<file path="src/hw/rtl/buffer_ring_fill_manager_core_assert.svh">
// ----------------------------------------------------------------------------
// Assertion macros for the buffer ring fill manager
// Shorthand for clocked concurrent checks, with and without reset gating.
// ----------------------------------------------------------------------------
`ifndef BUFFER_RING_FILL_MANAGER_CORE_ASSERT_SVH
`define BUFFER_RING_FILL_MANAGER_CORE_ASSERT_SVH

// Check sampled on clk, skipped while rst_n is low.
`define BRFM_ASSERT(label, prop, msg) \
  label: assert property (@(posedge clk) disable iff (!rst_n) (prop)) else $error(msg);

// Check sampled on clk with no reset gating.
`define BRFM_ASSERT_ALWAYS(label, prop, msg) \
  label: assert property (@(posedge clk) (prop)) else $error(msg);

`endif

</file>
<file path="src/hw/rtl/brfm_pkg.sv">
// ----------------------------------------------------------------------------
// brfm_pkg
// Shared sizes, codes and structs of the buffer ring fill manager.
// ----------------------------------------------------------------------------
package brfm_pkg;

  localparam int BUFFERS = 4;
  localparam int IDX_W   = (BUFFERS > 1) ? $clog2(BUFFERS) : 1;
  localparam int CNT_W   = $clog2(BUFFERS + 1);
  localparam int NUM_W   = 4;
  localparam int CMP_W   = NUM_W + 1;
  localparam int DATA_W  = 32;
  localparam int ENT_W   = 2 * DATA_W;

  typedef enum logic [2:0] {
    CMD_REGISTER = 3'd0,
    CMD_APPEND   = 3'd1,
    CMD_MARK     = 3'd2,
    CMD_SNAPSHOT = 3'd3,
    CMD_CLEAR    = 3'd4,
    CMD_QUERY    = 3'd5
  } cmd_t;

  typedef enum logic [2:0] {
    ST_OK        = 3'd0,
    ST_NOT_READY = 3'd1,
    ST_NO_ROOM   = 3'd2,
    ST_BAD_INDEX = 3'd3,
    ST_REWRITTEN = 3'd4,
    ST_DUPLICATE = 3'd5
  } status_t;

  typedef struct packed {
    cmd_t              cmd;
    logic [NUM_W-1:0]  num;
    logic [DATA_W-1:0] addr;
    logic [DATA_W-1:0] size;
    logic [DATA_W-1:0] len;
    logic              adv;
  } item_t;

  typedef struct packed {
    logic [CNT_W-1:0]  count;
    logic [IDX_W-1:0]  slot;
    logic [DATA_W-1:0] fill;
  } state_t;

  typedef struct packed {
    logic [DATA_W-1:0] base;
    logic [DATA_W-1:0] size;
  } entry_t;

  typedef struct packed {
    logic             en;
    logic [IDX_W-1:0] addr;
    entry_t           data;
  } wr_t;

  typedef struct packed {
    status_t           status;
    logic              ready;
    logic [NUM_W-1:0]  index;
    logic [DATA_W-1:0] fill;
    logic [DATA_W-1:0] waddr;
    logic [DATA_W-1:0] free;
  } result_t;

endpackage

</file>
<file path="src/hw/rtl/brfm_ram.sv">
// ----------------------------------------------------------------------------
// brfm_ram
// Generic RAM: one write port, two read ports with registered read data.
// ----------------------------------------------------------------------------
module brfm_ram #(
  parameter int WIDTH = 8,
  parameter int DEPTH = 4,
  parameter int AW    = (DEPTH > 1) ? $clog2(DEPTH) : 1
) (
  input  logic             clk,
  input  logic             we,
  input  logic [AW-1:0]    waddr,
  input  logic [WIDTH-1:0] wdata,
  input  logic             re,
  input  logic [AW-1:0]    raddr_a,
  input  logic [AW-1:0]    raddr_b,
  output logic [WIDTH-1:0] rdata_a,
  output logic [WIDTH-1:0] rdata_b
);

  logic [WIDTH-1:0] mem [DEPTH];

  always_ff @(posedge clk) begin
    if (we) begin
      mem[waddr] <= wdata;
    end
    if (re) begin
      rdata_a <= mem[raddr_a];
      rdata_b <= mem[raddr_b];
    end
  end

endmodule

</file>
<file path="src/hw/rtl/brfm_exec.sv">
// ----------------------------------------------------------------------------
// brfm_exec
// Command decode and next-state logic for one item, purely combinational.
// ----------------------------------------------------------------------------
module brfm_exec (
  input  brfm_pkg::item_t   item,
  input  brfm_pkg::state_t  st,
  input  brfm_pkg::entry_t  ent_slot,
  input  brfm_pkg::entry_t  ent_num,
  output brfm_pkg::state_t  st_nxt,
  output brfm_pkg::wr_t     wr,
  output brfm_pkg::result_t res
);

  logic                          slot_ok;
  logic                          ready;
  logic [brfm_pkg::DATA_W-1:0]   base;
  logic [brfm_pkg::DATA_W-1:0]   sz;
  logic [brfm_pkg::DATA_W-1:0]   free;
  logic [brfm_pkg::DATA_W-1:0]   waddr;
  logic [brfm_pkg::CMP_W-1:0]    num_w;
  logic [brfm_pkg::CMP_W-1:0]    cnt_w;
  logic                          snap;
  brfm_pkg::status_t             status;
  logic [brfm_pkg::IDX_W-1:0]    slot_inc;

  always_comb begin
    // entries at or above the count were never written since reset or clear
    slot_ok = brfm_pkg::CMP_W'(st.slot) < brfm_pkg::CMP_W'(st.count);
    base    = slot_ok ? ent_slot.base : '0;
    sz      = slot_ok ? ent_slot.size : '0;
    free    = (sz > st.fill) ? (sz - st.fill) : '0;
    waddr   = base + st.fill;
    ready   = (st.count == brfm_pkg::CNT_W'(brfm_pkg::BUFFERS));
    num_w   = {1'b0, item.num};
    cnt_w   = brfm_pkg::CMP_W'(st.count);
    slot_inc = (st.slot == brfm_pkg::IDX_W'(brfm_pkg::BUFFERS - 1)) ? '0
               : st.slot + 1'b1;

    st_nxt       = st;
    wr.en        = 1'b0;
    wr.addr      = item.num[brfm_pkg::IDX_W-1:0];
    wr.data.base = item.addr;
    wr.data.size = item.size;
    status       = brfm_pkg::ST_OK;
    snap         = 1'b0;

    case (item.cmd)
      brfm_pkg::CMD_REGISTER: begin
        if (num_w >= brfm_pkg::CMP_W'(brfm_pkg::BUFFERS) || num_w > cnt_w) begin
          status = brfm_pkg::ST_BAD_INDEX;
        end else if (num_w == cnt_w) begin
          wr.en        = 1'b1;
          st_nxt.count = st.count + 1'b1;
        end else if (ent_num.base != item.addr || ent_num.size != item.size) begin
          wr.en  = 1'b1;
          status = brfm_pkg::ST_REWRITTEN;
        end else begin
          status = brfm_pkg::ST_DUPLICATE;
        end
      end
      brfm_pkg::CMD_APPEND: begin
        if (!ready) begin
          status = brfm_pkg::ST_NOT_READY;
        end else if (item.len > free) begin
          status = brfm_pkg::ST_NO_ROOM;
        end else begin
          st_nxt.fill = st.fill + item.len;
        end
      end
      brfm_pkg::CMD_MARK: begin
        if (item.len > free) begin
          status = brfm_pkg::ST_NO_ROOM;
        end else begin
          st_nxt.fill = st.fill + item.len;
        end
      end
      brfm_pkg::CMD_SNAPSHOT: begin
        if (!ready) begin
          status = brfm_pkg::ST_NOT_READY;
        end else begin
          snap        = 1'b1;
          st_nxt.fill = '0;
          if (item.adv) begin
            st_nxt.slot = slot_inc;
          end
        end
      end
      brfm_pkg::CMD_CLEAR: begin
        st_nxt = '0;
      end
      brfm_pkg::CMD_QUERY: begin
        if (!ready) begin
          status = brfm_pkg::ST_NOT_READY;
        end
      end
      default: begin
        status = brfm_pkg::ST_BAD_INDEX;
      end
    endcase

    res.status = status;
    res.ready  = (st_nxt.count == brfm_pkg::CNT_W'(brfm_pkg::BUFFERS));
    res.index  = snap ? brfm_pkg::NUM_W'(st.slot) : brfm_pkg::NUM_W'(st_nxt.slot);
    res.fill   = snap ? st.fill : st_nxt.fill;
    res.waddr  = waddr;
    res.free   = free;
  end

endmodule

</file>
<file path="src/hw/rtl/buffer_ring_fill_manager_core.sv">
// ----------------------------------------------------------------------------
// buffer_ring_fill_manager_core
// Ring of registered memory buffers with append, fill and snapshot commands.
// ----------------------------------------------------------------------------
// Usage:
//   Input channel (in_valid / in_stall) takes one command item per cycle
//   while in_stall is low: register buffer, append, mark filled, snapshot,
//   clear or query. Result channel (out_valid / out_stall) returns exactly
//   one result item per command, in command order.
//   Path: an accepted item passes through the input register, then the
//   result register, whose contents out_valid flags. Throughput: 1 item per
//   cycle while the receiver does not stall; the limit is the single pass
//   through the decode/add/compare logic between those two registers.
//   The buffer table sits in a small two-read-port RAM read at accept time;
//   a write from the item ahead is forwarded into the read.
//   Reset (rst_n low, synchronous) empties both pipeline stages and clears
//   count, slot and fill; table entries at or above the count read as zero,
//   so no clearing pass is needed and the block takes items right after reset.
//   When the receiver stalls, the result is held in the output register and
//   one more item may still enter the input register; in_stall rises only
//   when both are full.
// ----------------------------------------------------------------------------
`include "buffer_ring_fill_manager_core_assert.svh"

module buffer_ring_fill_manager_core (
  input  logic                        clk,
  input  logic                        rst_n,
  input  logic                        in_valid,
  output logic                        in_stall,
  input  logic [2:0]                  in_command,
  input  logic [brfm_pkg::NUM_W-1:0]  in_buffer_number,
  input  logic [brfm_pkg::DATA_W-1:0] in_buffer_address,
  input  logic [brfm_pkg::DATA_W-1:0] in_buffer_size,
  input  logic [brfm_pkg::DATA_W-1:0] in_length,
  input  logic                        in_may_advance,
  output logic                        out_valid,
  input  logic                        out_stall,
  output logic [2:0]                  out_status,
  output logic                        out_ready_res,
  output logic [brfm_pkg::NUM_W-1:0]  out_buffer_index,
  output logic [brfm_pkg::DATA_W-1:0] out_fill_level,
  output logic [brfm_pkg::DATA_W-1:0] out_write_address,
  output logic [brfm_pkg::DATA_W-1:0] out_free_space
);

  // pipeline control
  logic                       s1_v_r, s1_v_nxt;
  logic                       out_v_r, out_v_nxt;
  logic                       accept;
  logic                       out_load;

  // input register and architectural state
  brfm_pkg::item_t            item_r;
  brfm_pkg::state_t           state_r;
  brfm_pkg::state_t           state_nxt;
  brfm_pkg::result_t          res_r;
  brfm_pkg::result_t          res_nxt;
  brfm_pkg::wr_t              wr;

  // table RAM and forwarding
  logic                       ram_we;
  logic [brfm_pkg::IDX_W-1:0] raddr_a;
  logic [brfm_pkg::IDX_W-1:0] raddr_b;
  logic [brfm_pkg::ENT_W-1:0] q_a;
  logic [brfm_pkg::ENT_W-1:0] q_b;
  logic                       byp_a_r;
  logic                       byp_b_r;
  brfm_pkg::entry_t           byp_data_r;
  brfm_pkg::entry_t           ent_slot;
  brfm_pkg::entry_t           ent_num;

  // result register loads when stage 1 holds an item and the output is free
  assign out_load = s1_v_r && (!out_v_r || !out_stall);
  assign in_stall = s1_v_r && !out_load;
  assign accept   = in_valid && !in_stall;

  always_comb begin
    s1_v_nxt = s1_v_r;
    if (accept) begin
      s1_v_nxt = 1'b1;
    end else if (out_load) begin
      s1_v_nxt = 1'b0;
    end
    out_v_nxt = out_v_r;
    if (out_load) begin
      out_v_nxt = 1'b1;
    end else if (!out_stall) begin
      out_v_nxt = 1'b0;
    end
  end

  always_ff @(posedge clk) begin
    if (!rst_n) begin
      s1_v_r  <= 1'b0;
      out_v_r <= 1'b0;
      state_r <= '0;
    end else begin
      s1_v_r  <= s1_v_nxt;
      out_v_r <= out_v_nxt;
      if (out_load) begin
        state_r <= state_nxt;
      end
    end
  end

  // payload registers: no reset
  always_ff @(posedge clk) begin
    if (accept) begin
      item_r.cmd  <= brfm_pkg::cmd_t'(in_command);
      item_r.num  <= in_buffer_number;
      item_r.addr <= in_buffer_address;
      item_r.size <= in_buffer_size;
      item_r.len  <= in_length;
      item_r.adv  <= in_may_advance;
      // a write at the same edge lands after the RAM read; forward it
      byp_a_r     <= ram_we && (wr.addr == raddr_a);
      byp_b_r     <= ram_we && (wr.addr == raddr_b);
      byp_data_r  <= wr.data;
    end
    if (out_load) begin
      res_r <= res_nxt;
    end
  end

  // read at accept: the slot as it stands after the item ahead completes
  assign ram_we  = out_load && wr.en;
  assign raddr_a = out_load ? state_nxt.slot : state_r.slot;
  assign raddr_b = in_buffer_number[brfm_pkg::IDX_W-1:0];

  brfm_ram #(
    .WIDTH (brfm_pkg::ENT_W),
    .DEPTH (brfm_pkg::BUFFERS)
  ) u_table (
    .clk     (clk),
    .we      (ram_we),
    .waddr   (wr.addr),
    .wdata   (wr.data),
    .re      (accept),
    .raddr_a (raddr_a),
    .raddr_b (raddr_b),
    .rdata_a (q_a),
    .rdata_b (q_b)
  );

  assign ent_slot = byp_a_r ? byp_data_r : brfm_pkg::entry_t'(q_a);
  assign ent_num  = byp_b_r ? byp_data_r : brfm_pkg::entry_t'(q_b);

  brfm_exec u_exec (
    .item     (item_r),
    .st       (state_r),
    .ent_slot (ent_slot),
    .ent_num  (ent_num),
    .st_nxt   (state_nxt),
    .wr       (wr),
    .res      (res_nxt)
  );

  assign out_valid         = out_v_r;
  assign out_status        = res_r.status;
  assign out_ready_res     = res_r.ready;
  assign out_buffer_index  = res_r.index;
  assign out_fill_level    = res_r.fill;
  assign out_write_address = res_r.waddr;
  assign out_free_space    = res_r.free;

  // checks
  `BRFM_ASSERT(a_count_bound,
    state_r.count <= brfm_pkg::CNT_W'(brfm_pkg::BUFFERS),
    "registered count above buffer count")
  `BRFM_ASSERT(a_slot_bound,
    brfm_pkg::CMP_W'(state_r.slot) < brfm_pkg::CMP_W'(brfm_pkg::BUFFERS),
    "current slot outside ring")
  `BRFM_ASSERT(a_state_hold,
    !out_load |=> $stable(state_r),
    "state changed with no item completing")
  `BRFM_ASSERT(a_snap_clears,
    (out_load && item_r.cmd == brfm_pkg::CMD_SNAPSHOT
     && res_nxt.status == brfm_pkg::ST_OK) |=> (state_r.fill == '0),
    "snapshot left fill nonzero")

endmodule

</file>
<file path="config.mk">
export PLATFORM = sky130hd
export DESIGN_NAME = buffer_ring_fill_manager_core
export DESIGN_NICKNAME = d
export VERILOG_FILES = /design/src/hw/rtl/brfm_pkg.sv /design/src/hw/rtl/brfm_ram.sv /design/src/hw/rtl/brfm_exec.sv /design/src/hw/rtl/buffer_ring_fill_manager_core.sv
export VERILOG_INCLUDE_DIRS = /design/src /design/src/hw/rtl
export SDC_FILE = /design/constraint.sdc
export NUM_CORES = 1
export LEC_CHECK = 0
export ABC_AREA = 1
export BUFFER_PORTS_ARGS = -buffer_cell sky130_fd_sc_hd__buf_2
export CAP_MARGIN = 30
export CORE_MARGIN = 1
export CORE_UTILIZATION = 25
export CTS_CLUSTER_DIAMETER = 200
export CTS_CLUSTER_SIZE = 12
export DETAILED_ROUTE_END_ITERATION = 16
export PLACE_DENSITY_LB_ADDON = 0.15
export SLEW_MARGIN = 25
export SYNTH_ARGS = -nofsm -noshare
export SYNTH_HDL_FRONTEND = slang
export SYNTH_SLANG_ARGS = --single-unit
export TNS_END_PERCENT = 1
</file>
<file path="constraint.sdc">
create_clock -name clk -period 11.81 [get_ports clk]
set_input_delay 1.181 -clock clk [delete_from_list [all_inputs] [get_ports clk]]
set_output_delay 1.181 -clock clk [all_outputs]
set_load 0.02 [all_outputs]
</file>
==> impl_metrics.ini <==
[place]
placed_cell_area_mm2 = 0.0397
gp_congestion = 0.885
io_buffers = 211
place_hpwl_um = 97500

[yosys]
synth-simple-area-share = 0.184
synth_compound_area_frac = 0.125
synth_area_mm2 = 0.0367
seq_area_frac_synth = 0.559
ys.flop_type = edfxtp_1
synth-seq-cells = 695
yosys_warnings = 0
synthArstFlopShare = 0
synth.area.mux_share = 0.000546
synth_top_family_by_area = simple AND/OR/NAND/NOR gates
synth_top_cell_by_area = edfxtp_1
synth_xor_area_frac = 0.0184
synth_fa_ha_area_frac = 0.0470
synth_top_cells_by_area = edfxtp_1 (54%), nand2_1 (9.1%), ha_1 (4.5%)
synth.most_common_cell = nand2_1
synth_area_per_cell_um2 = 9.39
netlist_instances = 3904
yosys-top-cells-count = nand2_1 (892), edfxtp_1 (656), nor2_1 (424)
yosysTopAreaCellShare = 0.537
yosysUniqueCellTypes = 63
synth_edf_count = 656

[power]
power_density_mw_per_mm2 = 158
leakage_nw = 16.7
irDropWorstVdd_mv = 0.0991
total_power_mw = 6.60

[drt]
drtIter0Drc = 2369
antenna_left = 0
drc = 0
vias_per_cell = 4.73
routedWlPerCell_um = 22.7
drt-total-wl_um = 136000
drtPass1Iterations = 5
vias = 28400

[clock_tree]
cts_made_buffers = 67
cts.repair.resized = 0
clkTransAtPathRegs_ns = 0.07
clockBufferDepth = 3
cts_root_buffer = clkbuf_16
postCtsSetupRepairBufs = 0
insertion_delay_ns = 0.70
cts.htree.levels = 3
cts_tree = done
cts_hold_buffers = 0
cts.sinks = 695

[sta]
slew_headroom = 0.346
hold_viol_final = 0
finalSetupViolCount = 0
worstMarginPinSlew_ns = 0.981
clock.fmax_ghz = 0.140
setup_tns_ns = 0
skew_ns = 0.0353
slew_viol_final = 0
fin_crit_ns = 7.17
finalCritPeriodShare = 0.607
rsz0062_at_grt = no

[worst_setup_path]
r2r_end = state_r[26]
endpoint_kind = register
slowest_delay_ns = 0.62
cp.arrival_ns = 7.80
ff2ff_path_depth = 33
worst_path_most_repeated_cell = nand2_1
cp-startpoint = byp_a_r
worstPathRequired_ns = 12.44
crit_slowest_cell = buf_4
critPathMaxFanout = 63
critPathLaunchType = register
r2r_slack_ns = 4.64
r2r_start = byp_a_r
critPathKind = reg2reg

[cells_and_area]
area_delta_synth_final_pct = 13.6
drive_gt1_frac = 0.108
fin_nets = 4309
final_area_mm2 = 0.0416

[floorplan]
num_rows = 140
die_h_um = 385
ios = 214
fp.dieArea_mm2 = 0.148
core_area_mm2 = 0.146
die_w_um = 385
start_util = 0.252

[job]
drv_cap = 0

[grt]
grt_max_degree = 142
grt_pass1_vias = 27200
antenna_found_initial = 3
grt_pass1_wl_um = 192000
grt_usage = 0.180
overflow = 0

[min_path]
hold_depth = 2
hp-start = out_valid
min_to = out_valid
holdCritPathClass = reg2reg

[outcome]
outcome = finished, final reports clean
## sequential cells by signal, summed over array words and instances (netlist names), 2 cells and up
name               count
u_table.mem          256
out_fill_level        32
out_write_address     32
out_free_space        32
state_r               37
out_buffer_index       2
item_r               104
byp_data_r            64
u_table.rdata_a       64
u_table.rdata_b       64
out_status             3
## cells by family (layout without fill, tap and decap cells)
kind of cell             count (synthesis)  count (layout)
other                                    1               3
flip-flops                             695             695
buffers and inverters                  587             772
XOR/XNOR                                77              77
AND/OR/NAND/NOR                       1627            1627
adder cells (fa/ha/maj)                136             136
multiplexers                             2               2
AO/OA/AOI/OAI                          779             779
## layer usage
metal	track usage	vias to the layer above	share of wire
li1	-	13600	-
met1	0.246	13700	0.45
met2	0.296	908	0.47
met3	0.0241	140	0.057
met4	0.0522	0	0.024
met5	0	-	0
## worst max-delay path, delay by kind of cell (launching register included)
kind | cells | cell delay, ns
fa+ha+maj | 3 | 0.68
compound gates | 5 | 0.85
simple gates | 18 | 2.95
flops | 1 | 0.32
buf+inv | 7 | 2.24
## placed cells by master (no fill, tap or decap), types with 13 or more instances in the layout
| cell | instances |
|---|---|
| clkbuf_1 | 20 |
| nor2_2 | 17 |
| o211ai_1 | 26 |
| ha_1 | 133 |
| nand3_1 | 195 |
| clkbuf_16 | 67 |
| o21ai_0 | 323 |
| inv_2 | 14 |
| edfxtp_1 | 656 |
| buf_2 | 210 |
| nand2_1 | 892 |
| inv_1 | 410 |
| xor2_1 | 34 |
| nor2_1 | 419 |
| nand4_1 | 13 |
| o21ai_1 | 48 |
| a21oi_1 | 188 |
| xnor2_1 | 43 |
| o22ai_1 | 92 |
| dfxtp_1 | 39 |
| nor3_1 | 27 |
| o22ai_2 | 38 |
| nand3b_1 | 20 |
| buf_4 | 35 |
## final cells by class
| class | count | area [um2] |
|---|---|---|
| clock buffers | 87 | 1750 |
| well taps | 1917 | 2400 |
| repair buffers | 248 | 1390 |
| inverters | 430 | 1630 |
| diodes | 1 | 2.50 |
| clock inverters | 7 | 159 |
| multi-input cells | 2623 | 13800 |
| fillers | 15300 | 104000 |
| flip-flops and latches | 695 | 20500 |
## per-stage QoR
| step | setup slack [ns] | cells | utilization | hold WS (ns) |
|---|---|---|---|---|
| finish | 4.64 | 6008 | 0.286 | 0.524 |
| global placement | 4.70 | 5911 | 0.273 | 0.500 |
| global route | 4.07 | 6007 | 0.286 | 0.543 |
| floorplan | 3.89 | 3905 | - | 0.457 |
| detailed placement | 4.54 | 5912 | 0.273 | 0.515 |
| CTS | 4.53 | 6006 | 0.286 | 0.524 |
## power breakdown
| group | switching [mW] | internal (mW) | leakage, nW |
|---|---|---|---|
| clock | 1.02 | 1.05 | 0.917 |
| sequential | 0.119 | 2.87 | 6.52 |
| combinational | 1.09 | 0.449 | 9.30 |
| total | 2.23 | 4.37 | 16.7 |
## worst max path at each step
stage                              to  slack (ns)  cells after the start
final                     state_r[26]        4.64                     33
after global routing      state_r[30]        4.07                     33
after CTS                  state_r[7]        4.53                     32
after detailed placement  state_r[30]        4.54                     32
after global placement    state_r[30]        4.70                     33
after floorplan               byp_a_r        3.89                      5
(Power assumes the default switching activity.)
